`config.mk`:
```
export PLATFORM = sky130hd
export DESIGN_NAME = two_set_table_engine_core
export DESIGN_NICKNAME = d
export VERILOG_FILES = /design/src/rtl/tste_pkg.sv /design/src/rtl/tste_datapath.sv /design/src/rtl/tste_ctrl.sv /design/src/rtl/two_set_table_engine_core.sv
export SDC_FILE = /design/constraint.sdc
export NUM_CORES = 2
export LEC_CHECK = 0
export BUFFER_PORTS_ARGS = -buffer_cell sky130_fd_sc_hd__buf_2
export CAP_MARGIN = 20
export CORE_MARGIN = 2
export CORE_UTILIZATION = 42
export DETAILED_ROUTE_END_ITERATION = 8
export PLACE_DENSITY = 0.65
export SYNTH_ARGS = -nofsm -noshare
export SYNTH_HDL_FRONTEND = slang
export SYNTH_HIERARCHICAL = 1
export SYNTH_SLANG_ARGS = --single-unit
```
`constraint.sdc`:
```
create_clock -name clk -period 28.1 [get_ports clk]
set_input_delay 5.62 -clock clk [delete_from_list [all_inputs] [get_ports clk]]
set_output_delay 5.62 -clock clk [all_outputs]
set_load 0.03 [all_outputs]
```
`src/rtl/tste_pkg.sv`:
```
`default_nettype none
// ----------------------------------------------------------------------------
// tste_pkg: shared types for the two-set table engine
// Command codes and the controller/datapath command and status structs.
// ----------------------------------------------------------------------------
package tste_pkg;

    localparam logic [3:0] CMD_ADD_A  = 4'd0;
    localparam logic [3:0] CMD_ADD_B  = 4'd1;
    localparam logic [3:0] CMD_REM_A  = 4'd2;
    localparam logic [3:0] CMD_REM_B  = 4'd3;
    localparam logic [3:0] CMD_MEMBER = 4'd4;
    localparam logic [3:0] CMD_REL    = 4'd5;
    localparam logic [3:0] CMD_ISECT  = 4'd6;
    localparam logic [3:0] CMD_UNION  = 4'd7;
    localparam logic [3:0] CMD_DIFF   = 4'd8;
    localparam logic [3:0] CMD_CLEAR  = 4'd9;

    localparam int MAX_RESULTS = 32;

    // datapath operation selects
    typedef enum logic [2:0] {
        OP_NONE,
        OP_LOAD,    // latch request, clear flags
        OP_SCAN,    // one step of the current scan
        OP_EMIT,    // present result
        OP_COMMIT   // apply add/remove/clear
    } dp_op_t;

    typedef struct packed {
        dp_op_t     op;
        logic       phase_b;   // union and relations: second pass over B
    } dp_cmd_t;

    typedef struct packed {
        logic scan_done;       // current scan pass finished
        logic emit_valid;      // scan step produced a stream element
    } dp_status_t;

endpackage
`default_nettype wire

```
`src/rtl/tste_datapath.sv`:
```
`default_nettype none
// ----------------------------------------------------------------------------
// tste_datapath: tables, fills and scan logic
// Entry tables in flip-flops; one outer entry compared against the whole
// other table per cycle while the controller scans. Stream elements are captured one ahead in a buffer.
// ----------------------------------------------------------------------------
module tste_datapath #(
    parameter int CAPACITY = 16
) (
    input  wire logic                 clk,
    input  wire logic                 rst_n,
    input  wire tste_pkg::dp_cmd_t    dcmd,
    input  wire logic [3:0]           command,
    input  wire logic signed [31:0]   value,
    output tste_pkg::dp_status_t      dstat,
    output logic                      ok,
    output logic signed [31:0]        element,
    output logic                      has_element,
    output logic [4:0]                count_a,
    output logic [4:0]                count_b,
    output logic                      in_a,
    output logic                      in_b,
    output logic                      disjoint,
    output logic                      a_within_b,
    output logic                      b_within_a,
    output logic                      equal
);
    import tste_pkg::*;

    localparam int IW = (CAPACITY > 1) ? $clog2(CAPACITY) : 1;
    localparam int FW = $clog2(CAPACITY + 1);
    localparam int LW = $clog2(2 * CAPACITY);

    logic [31:0]   ta_reg [CAPACITY];
    logic [31:0]   tb_reg [CAPACITY];
    logic [31:0]   ul_reg [2*CAPACITY];   // union list built so far
    logic [FW-1:0] fa_reg, fb_reg;
    logic [LW:0]   un_reg;
    logic [FW-1:0] idx_reg;
    logic [3:0]    cmd_reg;
    logic [31:0]   val_reg;
    logic [31:0]   buf_reg;                // stream element waiting to go out
    logic          f1_reg, f2_reg, f3_reg; // disj, ab, ba
    logic          hit_reg;                // add had room / remove found

    logic [31:0]   cur;
    logic          cur_in_a, cur_in_b, cur_in_u, v_in_a, v_in_b;
    logic [IW-1:0] pos_a, pos_b;
    logic          fa_full, fb_full;
    logic [FW-1:0] lim;

    always_comb
    begin
        cur      = dcmd.phase_b ? tb_reg[idx_reg[IW-1:0]] : ta_reg[idx_reg[IW-1:0]];
        cur_in_a = 1'b0;
        cur_in_b = 1'b0;
        cur_in_u = 1'b0;
        v_in_a   = 1'b0;
        v_in_b   = 1'b0;
        pos_a    = '0;
        pos_b    = '0;
        for (int i = CAPACITY - 1; i >= 0; i--)
        begin
            if (FW'(i) < fa_reg)
            begin
                if (ta_reg[i] == cur) cur_in_a = 1'b1;
                if (ta_reg[i] == val_reg)
                begin
                    v_in_a = 1'b1;
                    pos_a  = IW'(i);
                end
            end
            if (FW'(i) < fb_reg)
            begin
                if (tb_reg[i] == cur) cur_in_b = 1'b1;
                if (tb_reg[i] == val_reg)
                begin
                    v_in_b = 1'b1;
                    pos_b  = IW'(i);
                end
            end
        end
        for (int j = 0; j < 2 * CAPACITY; j++)
            if ((LW+1)'(j) < un_reg && ul_reg[j] == cur) cur_in_u = 1'b1;
        lim      = dcmd.phase_b ? fb_reg : fa_reg;
        fa_full  = (fa_reg >= FW'(CAPACITY));
        fb_full  = (fb_reg >= FW'(CAPACITY));
    end

    always_comb
    begin
        dstat.scan_done  = (idx_reg >= lim);
        dstat.emit_valid = 1'b0;
        if (idx_reg < lim)
        begin
            case (cmd_reg)
                CMD_ISECT: dstat.emit_valid = cur_in_b;
                CMD_DIFF:  dstat.emit_valid = !cur_in_b;
                CMD_UNION: dstat.emit_valid = dcmd.phase_b ? !cur_in_u : 1'b1;
                default:   dstat.emit_valid = 1'b0;
            endcase
        end
    end

    // fill fits the 5-bit count fields for capacities up to 31
    assign count_a = 5'(fa_reg);
    assign count_b = 5'(fb_reg);

    always_ff @(posedge clk or negedge rst_n)
    begin
        if (!rst_n)
        begin
            fa_reg  <= '0;
            fb_reg  <= '0;
            idx_reg <= '0;
            un_reg  <= '0;
        end
        else
        begin
            case (dcmd.op)
                OP_LOAD:
                begin
                    cmd_reg <= command;
                    val_reg <= value;
                    idx_reg <= '0;
                    un_reg  <= '0;
                end
                OP_SCAN:
                begin
                    if (idx_reg < lim)
                    begin
                        if (dstat.emit_valid)
                            buf_reg <= cur;
                        if (dstat.emit_valid && cmd_reg == CMD_UNION)
                        begin
                            ul_reg[un_reg[LW-1:0]] <= cur;
                            un_reg <= un_reg + (LW+1)'(1);
                        end
                        idx_reg <= idx_reg + FW'(1);
                    end
                    else if ((cmd_reg == CMD_UNION || cmd_reg == CMD_REL) && !dcmd.phase_b)
                        idx_reg <= '0;
                end
                OP_COMMIT:
                begin
                    case (cmd_reg)
                        CMD_ADD_A: if (!fa_full)
                        begin
                            ta_reg[fa_reg[IW-1:0]] <= val_reg;
                            fa_reg <= fa_reg + FW'(1);
                        end
                        CMD_ADD_B: if (!fb_full)
                        begin
                            tb_reg[fb_reg[IW-1:0]] <= val_reg;
                            fb_reg <= fb_reg + FW'(1);
                        end
                        CMD_REM_A: if (v_in_a)
                        begin
                            for (int i = 0; i < CAPACITY - 1; i++)
                                if (IW'(i) >= pos_a) ta_reg[i] <= ta_reg[i+1];
                            fa_reg <= fa_reg - FW'(1);
                        end
                        CMD_REM_B: if (v_in_b)
                        begin
                            for (int i = 0; i < CAPACITY - 1; i++)
                                if (IW'(i) >= pos_b) tb_reg[i] <= tb_reg[i+1];
                            fb_reg <= fb_reg - FW'(1);
                        end
                        CMD_CLEAR:
                        begin
                            fa_reg <= '0;
                            fb_reg <= '0;
                        end
                        default: ;
                    endcase
                end
                default: ;
            endcase
        end
    end

    // relation flags accumulate over the scan of A then B
    always_ff @(posedge clk)
    begin
        if (dcmd.op == OP_LOAD)
        begin
            f1_reg  <= 1'b1;
            f2_reg  <= 1'b1;
            f3_reg  <= 1'b1;
            hit_reg <= 1'b0;
        end
        else if (dcmd.op == OP_SCAN && idx_reg < lim && cmd_reg == CMD_REL)
        begin
            if (!dcmd.phase_b)
            begin
                if (cur_in_b) f1_reg <= 1'b0;
                else          f2_reg <= 1'b0;
            end
            else if (!cur_in_a)
                f3_reg <= 1'b0;
        end
        else if (dcmd.op == OP_COMMIT)
        begin
            hit_reg <= (cmd_reg == CMD_ADD_A) ? !fa_full :
                       (cmd_reg == CMD_ADD_B) ? !fb_full :
                       (cmd_reg == CMD_REM_A) ? v_in_a :
                       (cmd_reg == CMD_REM_B) ? v_in_b : 1'b0;
        end
    end

    // result fields from current state (valid while controller presents)
    always_comb
    begin
        ok          = 1'b0;
        element     = '0;
        has_element = 1'b0;
        in_a        = 1'b0;
        in_b        = 1'b0;
        disjoint    = 1'b0;
        a_within_b  = 1'b0;
        b_within_a  = 1'b0;
        equal       = 1'b0;
        case (cmd_reg)
            CMD_ADD_A, CMD_ADD_B, CMD_REM_A, CMD_REM_B: ok = hit_reg;
            CMD_CLEAR:  ok = 1'b1;
            CMD_MEMBER:
            begin
                in_a = v_in_a;
                in_b = v_in_b;
            end
            CMD_REL:
            begin
                disjoint   = f1_reg;
                a_within_b = f2_reg;
                b_within_a = f3_reg;
                equal      = f2_reg && (fa_reg == fb_reg);
            end
            CMD_ISECT, CMD_UNION, CMD_DIFF:
            begin
                has_element = (dcmd.op == OP_EMIT);
                element     = (dcmd.op == OP_EMIT) ? buf_reg : '0;
            end
            default: ;
        endcase
    end

endmodule
`default_nettype wire

```
`src/rtl/tste_ctrl.sv`:
```
`default_nettype none
// ----------------------------------------------------------------------------
// tste_ctrl: request sequencer
// Steps the datapath scan, holds results until taken, applies updates.
// ----------------------------------------------------------------------------
module tste_ctrl (
    input  wire logic               clk,
    input  wire logic               rst_n,
    input  wire logic               valid,
    output logic                    ready,
    input  wire logic [3:0]         command,
    output logic                    out_valid,
    input  wire logic               out_ready,
    output logic                    last,
    output tste_pkg::dp_cmd_t       dcmd,
    input  wire tste_pkg::dp_status_t dstat
);
    import tste_pkg::*;

    typedef enum logic [2:0] {
        S_IDLE,
        S_SCAN,
        S_HOLD,
        S_SINGLE,
        S_COMMIT
    } state_t;

    state_t     state_reg, state_next;
    logic       pb_reg, pb_next;
    logic [3:0] cmd_reg, cmd_next;
    logic [5:0] sent_reg, sent_next;
    logic       hb_reg, hb_next;      // datapath buffer holds an element
    logic       fin_reg, fin_next;    // buffered element is the final one
    logic       is_stream;

    assign is_stream = cmd_reg inside {CMD_ISECT, CMD_UNION, CMD_DIFF};
    assign ready     = (state_reg == S_IDLE);

    always_comb
    begin
        state_next = state_reg;
        pb_next    = pb_reg;
        cmd_next   = cmd_reg;
        sent_next  = sent_reg;
        hb_next    = hb_reg;
        fin_next   = fin_reg;
        dcmd.op    = OP_NONE;
        dcmd.phase_b = pb_reg;
        out_valid  = 1'b0;
        last       = 1'b0;
        case (state_reg)
            S_IDLE:
                if (valid)
                begin
                    dcmd.op    = OP_LOAD;
                    cmd_next   = command;
                    pb_next    = 1'b0;
                    sent_next  = '0;
                    hb_next    = 1'b0;
                    fin_next   = 1'b0;
                    if (command inside {CMD_REL, CMD_ISECT, CMD_UNION, CMD_DIFF})
                        state_next = S_SCAN;
                    else if (command inside {CMD_ADD_A, CMD_ADD_B, CMD_REM_A,
                                             CMD_REM_B, CMD_CLEAR})
                        state_next = S_COMMIT;
                    else
                        state_next = S_SINGLE;
                end
            S_SCAN:
            begin
                if (is_stream && dstat.emit_valid)
                begin
                    // one element kept back so the final one is known
                    if (hb_reg)
                        state_next = S_HOLD;
                    else
                    begin
                        dcmd.op = OP_SCAN;
                        hb_next = 1'b1;
                    end
                end
                else if (dstat.scan_done)
                begin
                    if ((cmd_reg == CMD_REL || cmd_reg == CMD_UNION) && !pb_reg)
                    begin
                        pb_next = 1'b1;
                        dcmd.op = OP_SCAN;
                    end
                    else if (hb_reg)
                    begin
                        fin_next   = 1'b1;
                        state_next = S_HOLD;
                    end
                    else
                        state_next = S_SINGLE;
                end
                else
                    dcmd.op = OP_SCAN;
            end
            S_HOLD:
            begin
                // buffered element stays presented until taken
                out_valid = 1'b1;
                dcmd.op   = OP_EMIT;
                last = fin_reg || (sent_reg == 6'(MAX_RESULTS - 1));
                if (out_ready)
                begin
                    sent_next  = sent_reg + 6'd1;
                    hb_next    = 1'b0;
                    state_next = last ? S_IDLE : S_SCAN;
                end
            end
            S_SINGLE:
            begin
                out_valid = 1'b1;
                last      = 1'b1;
                if (out_ready)
                    state_next = S_IDLE;
            end
            S_COMMIT:
            begin
                dcmd.op    = OP_COMMIT;
                state_next = S_SINGLE;
            end
            default: state_next = S_IDLE;
        endcase
    end

    always_ff @(posedge clk or negedge rst_n)
    begin
        if (!rst_n)
        begin
            state_reg <= S_IDLE;
            pb_reg    <= 1'b0;
            cmd_reg   <= '0;
            sent_reg  <= '0;
            hb_reg    <= 1'b0;
            fin_reg   <= 1'b0;
        end
        else
        begin
            state_reg <= state_next;
            pb_reg    <= pb_next;
            cmd_reg   <= cmd_next;
            sent_reg  <= sent_next;
            hb_reg    <= hb_next;
            fin_reg   <= fin_next;
        end
    end

endmodule
`default_nettype wire

```
`src/rtl/two_set_table_engine_core.sv`:
```
`default_nettype none
// ----------------------------------------------------------------------------
// two_set_table_engine_core: two small integer sets with set operations
// Controller sequences scans over the entry tables held by the datapath.
// ----------------------------------------------------------------------------
// Usage:
//   Request channel: valid/ready with command and value. One request is taken
//   at a time; ready is high only while the engine is idle.
//   Result channel: out_valid/out_ready. Each request gives one result, or a
//   stream of elements for intersect, union and difference, the final item
//   flagged by last. An empty stream gives one item with has_element low.
//   Membership and unknown commands give their result directly; add, remove
//   and clear update first, then give the result.
//   Relations scan A then B, one entry a cycle.
//   Streams scan one outer entry a cycle against a full row of comparators
//   while no element waits to be handed off, and keep one element back so
//   the final one can carry last.
//   Stall: a result holds with its payload stable until out_ready; the scan
//   waits with it.
//   Reset: both fills go to zero; table contents stay undefined.
// ----------------------------------------------------------------------------
module two_set_table_engine_core #(
    parameter int CAPACITY = 16
) (
    input  wire logic               clk,
    input  wire logic               rst_n,
    input  wire logic               valid,
    output logic                    ready,
    input  wire logic [3:0]         command,
    input  wire logic signed [31:0] value,
    output logic                    out_valid,
    input  wire logic               out_ready,
    output logic                    ok,
    output logic signed [31:0]      element,
    output logic                    has_element,
    output logic                    last,
    output logic [4:0]              count_a,
    output logic [4:0]              count_b,
    output logic                    in_a,
    output logic                    in_b,
    output logic                    disjoint,
    output logic                    a_within_b,
    output logic                    b_within_a,
    output logic                    equal
);
    import tste_pkg::*;

    dp_cmd_t    dcmd;
    dp_status_t dstat;

    tste_ctrl u_ctrl (
        .clk       (clk),
        .rst_n     (rst_n),
        .valid     (valid),
        .ready     (ready),
        .command   (command),
        .out_valid (out_valid),
        .out_ready (out_ready),
        .last      (last),
        .dcmd      (dcmd),
        .dstat     (dstat)
    );

    tste_datapath #(.CAPACITY(CAPACITY)) u_dp (
        .clk         (clk),
        .rst_n       (rst_n),
        .dcmd        (dcmd),
        .command     (command),
        .value       (value),
        .dstat       (dstat),
        .ok          (ok),
        .element     (element),
        .has_element (has_element),
        .count_a     (count_a),
        .count_b     (count_b),
        .in_a        (in_a),
        .in_b        (in_b),
        .disjoint    (disjoint),
        .a_within_b  (a_within_b),
        .b_within_a  (b_within_a),
        .equal       (equal)
    );

`ifndef SYNTHESIS
    a_no_overlap: assert property (@(posedge clk) disable iff (!rst_n)
        !(ready && out_valid))
        else $error("request accepted while result pending");
    a_fill_a_range: assert property (@(posedge clk) disable iff (!rst_n)
        count_a <= 5'(CAPACITY))
        else $error("fill A beyond capacity");
    a_elem_zero: assert property (@(posedge clk) disable iff (!rst_n)
        out_valid && !has_element |-> element == '0)
        else $error("element set without has_element");
`endif

endmodule
`default_nettype wire

```
==> impl_metrics.ini <==
[placed_design]
place_inst = 13631
gp_congestion = 1.10
io_buffers = 92
dpl.hpwl_um = 438000

[routing]
routed_wl_um = 654000
drcViolationCount = 0
final_antenna_net_count = 0
routedWlPerCell_um = 46.3
via_per_inst = 7.05
first_iter_violations = 18618
drt_pass1_iterations = 9
vias = 99502

[sta]
finalCriticalPeriod_ns = 18.04
worstMarginPinSlew_ns = 1.34
setup_viol = 0
min_period_over_period_pct = 64.2
skew_ns = 0.153
rsz0062_at_grt = no
drv_slew = 0
tns_ns = 0
relSlewSlack_pct = 10.5
fmax_mhz = 55.4
hold_viol_final = 0

[logic_synthesis]
async_flop_share_pct = 1.72
synth_area_per_cell_um2 = 12.9
synth.distinct_cells = 88
yosysWarnings = 6
postSynthCellCount = 9880
syn-cell-area_mm2 = 0.128
syn-num-nets = 9941
ys.flop_type = edfxtp_1
synth-edff-count = 2116
synth-seq-area-share_pct = 50.6
ys_ff_latch = 2157

[hold_path]
whs_endpoint = u_dp/f2_reg
hold_class = flip-flop to flip-flop
whs_path_depth = 2
holdCritStartpoint = u_dp/f2_reg

[outcome]
outcome = finished clean

[power_and_ir_drop]
finalPower_w = 0.0156
power.leakage_nw = 45.1
power_density_mw_per_mm2 = 110
ir_worst_vdd_v = 0.000126

[worst_setup_path]
cp-end-kind = output port
worstSetupPathType = flip-flop to output port
reg2reg_depth = 31
timing.rr.start = u_dp/idx_reg[1]
worstPathArrival_ns = 12.42
startpoint_type = flip-flop
worstPathRequired_ns = 22.48
r2r_end = u_dp/ta_reg[10][18]
critPathLaunch = u_dp/idx_reg[1]
r2r_slack_ns = 13.07
worst-path-max-fanout = 41

[layout]
final_cells = 14123
nets = 9964
nFillCells = 26584
multi_input_area_mm2 = 0.0595
seq_area_mm2 = 0.0646
synthToLayoutAreaGrowth_pct = 11.0
drive_above_1_share_pct = 23.2
largest_reg_flops = 1024

[floorplan]
core_area_mm2 = 0.303
die_y_um = 555
num_io_pins = 93
die_area_mm2 = 0.308
num_rows = 202
initial_core_util_pct = 42.2
dieWidth_um = 555

[cts]
cts_resized = 0
tritoncts.num_buffers = 243
cts_buffer_depth = 4
clk_latency_ns = 1.05
holdBufCountCts = 0
post_cts_buffers = 0
cts.clk_slew.worst_paths_ns = 0.06
htreeDepth = 4
cts_tree = yes
clock-root-buffer = clkbuf_16
cts.sinks = 2157

[grt]
antenna_found_initial = 72
grt_pass1_vias = 92136
grt_start_max_net_pins = 96
grt_pass1_wl_um = 858000
grt_usage_pct = 41.2
grt_overflow_total = 0

[job]
timing.max_cap.violations = 0
==> synth_stat cells (139+ instances only) <==
cell type	n	share of area, %
buf_2	230	0.90
clkbuf_1	322	0.95
edfxtp_1	2116	50
mux2_2	1027	9.1
mux2i_1	143	1.1
mux4_2	186	3.3
nand2_1	148	0.44
nand3_1	139	0.55
nand4_1	494	2.4
nor2_1	187	0.55
nor3_1	232	0.91
nor4_1	374	1.8
o21ai_0	302	1.2
xnor2_1	1377	9.5
xor2_1	1448	9.9
==> worst max path at each step <==
| stage | slack (ns) | endpoint |
|---|---|---|
| 2_1_floorplan | 15.48 | element[10] |
| 3_3_place_gp | 11.72 | element[28] |
| 4_1_cts | 10.56 | element[18] |
| 5_1_grt | 10.18 | element[18] |
| 6_report | 10.06 | element[0] |
| 3_5_place_dp | 11.54 | element[28] |
==> per-stage QoR <==
step | util (%) | hold WS (ns) | cell area (um^2) | worst slack (ns)
after detailed placement | 44.0 | 0.441 | 133000 | 11.54
after floorplan | - | 0.415 | 128000 | 15.48
after CTS | 46.7 | 0.450 | 141000 | 10.56
after global routing | 46.8 | 0.461 | 142000 | 10.18
after global placement | 44.0 | 0.430 | 133000 | 11.72
final | 46.8 | 0.444 | 142000 | 10.06
==> power by group <==
part / internal [W] / switching, W / total [W]
Sequential: 0.00400 / 0.0000544 / 0.00406
Clock: 0.00189 / 0.00146 / 0.00335
Combinational: 0.00220 / 0.00600 / 0.00820
==> final cells by class <==
class                      count  share of cell area (%)
antenna                       40                  0.0707
clock buffer                 270                    4.37
clock inverter               177                    1.40
inverter                      60                   0.162
multi-input combinational   6915                    42.0
sequential                  2157                    45.6
tap                         3978                    3.52
timing repair buffer         526                    2.86
==> critical path: stages, from the launching register on <==
cell and delay [ns]:
dfrtp_4 0.73, buf_4 0.62, buf_4 0.74, mux4_2 0.59
mux2_2 0.33, a221oi_1 1.07, buf_4 0.33, or2_4 0.47
buf_4 0.56, buf_4 0.67, buf_4 0.54, xor2_1 0.20
nand4_1 0.14, nor4_1 0.35, nand2_1 0.32, nand4_1 0.24
a2111o_1 0.29, o31ai_4 0.14, or3_4 0.41, o21ai_2 0.13
mux2i_1 0.28, a22o_1 0.27, nand3b_1 0.41, a21oi_2 0.91
and2_1 0.27, buf_2 0.21
==> per-layer routing <==
metal	wire length, um	track usage, %
met5	202	0
met4	55800	28.4
met3	92100	14.1
met2	270000	58.9
met1	236000	52.3
==> cells by family after synthesis <==
group | share of synthesized area [%]
XOR/XNOR | 19.4
flip-flops | 50.6
AND/OR/NAND/NOR | 9.53
multiplexers | 13.5
buffers and inverters | 3.21
AO/OA/AOI/OAI | 3.52
adder cells (fa/ha/maj) | 0.206
==> cells in the final DEF, fill, tap and decap left out, drive strengths merged, types with 59 or more instances in the layout <==
cell / instances
a21oi: 59
a221oi: 64
buf: 525
clkbuf: 271
clkinv: 117
edfxtp: 2116
inv: 67
mux2: 1030
mux2i: 144
mux4: 186
nand2: 150
nand3: 139
nand4: 494
nand4b: 127
nor2: 188
nor3: 232
nor4: 381
o21ai: 309
o221ai: 64
or3: 127
xnor2: 1377
xor2: 1448
Power figures use the tool's default switching activity.
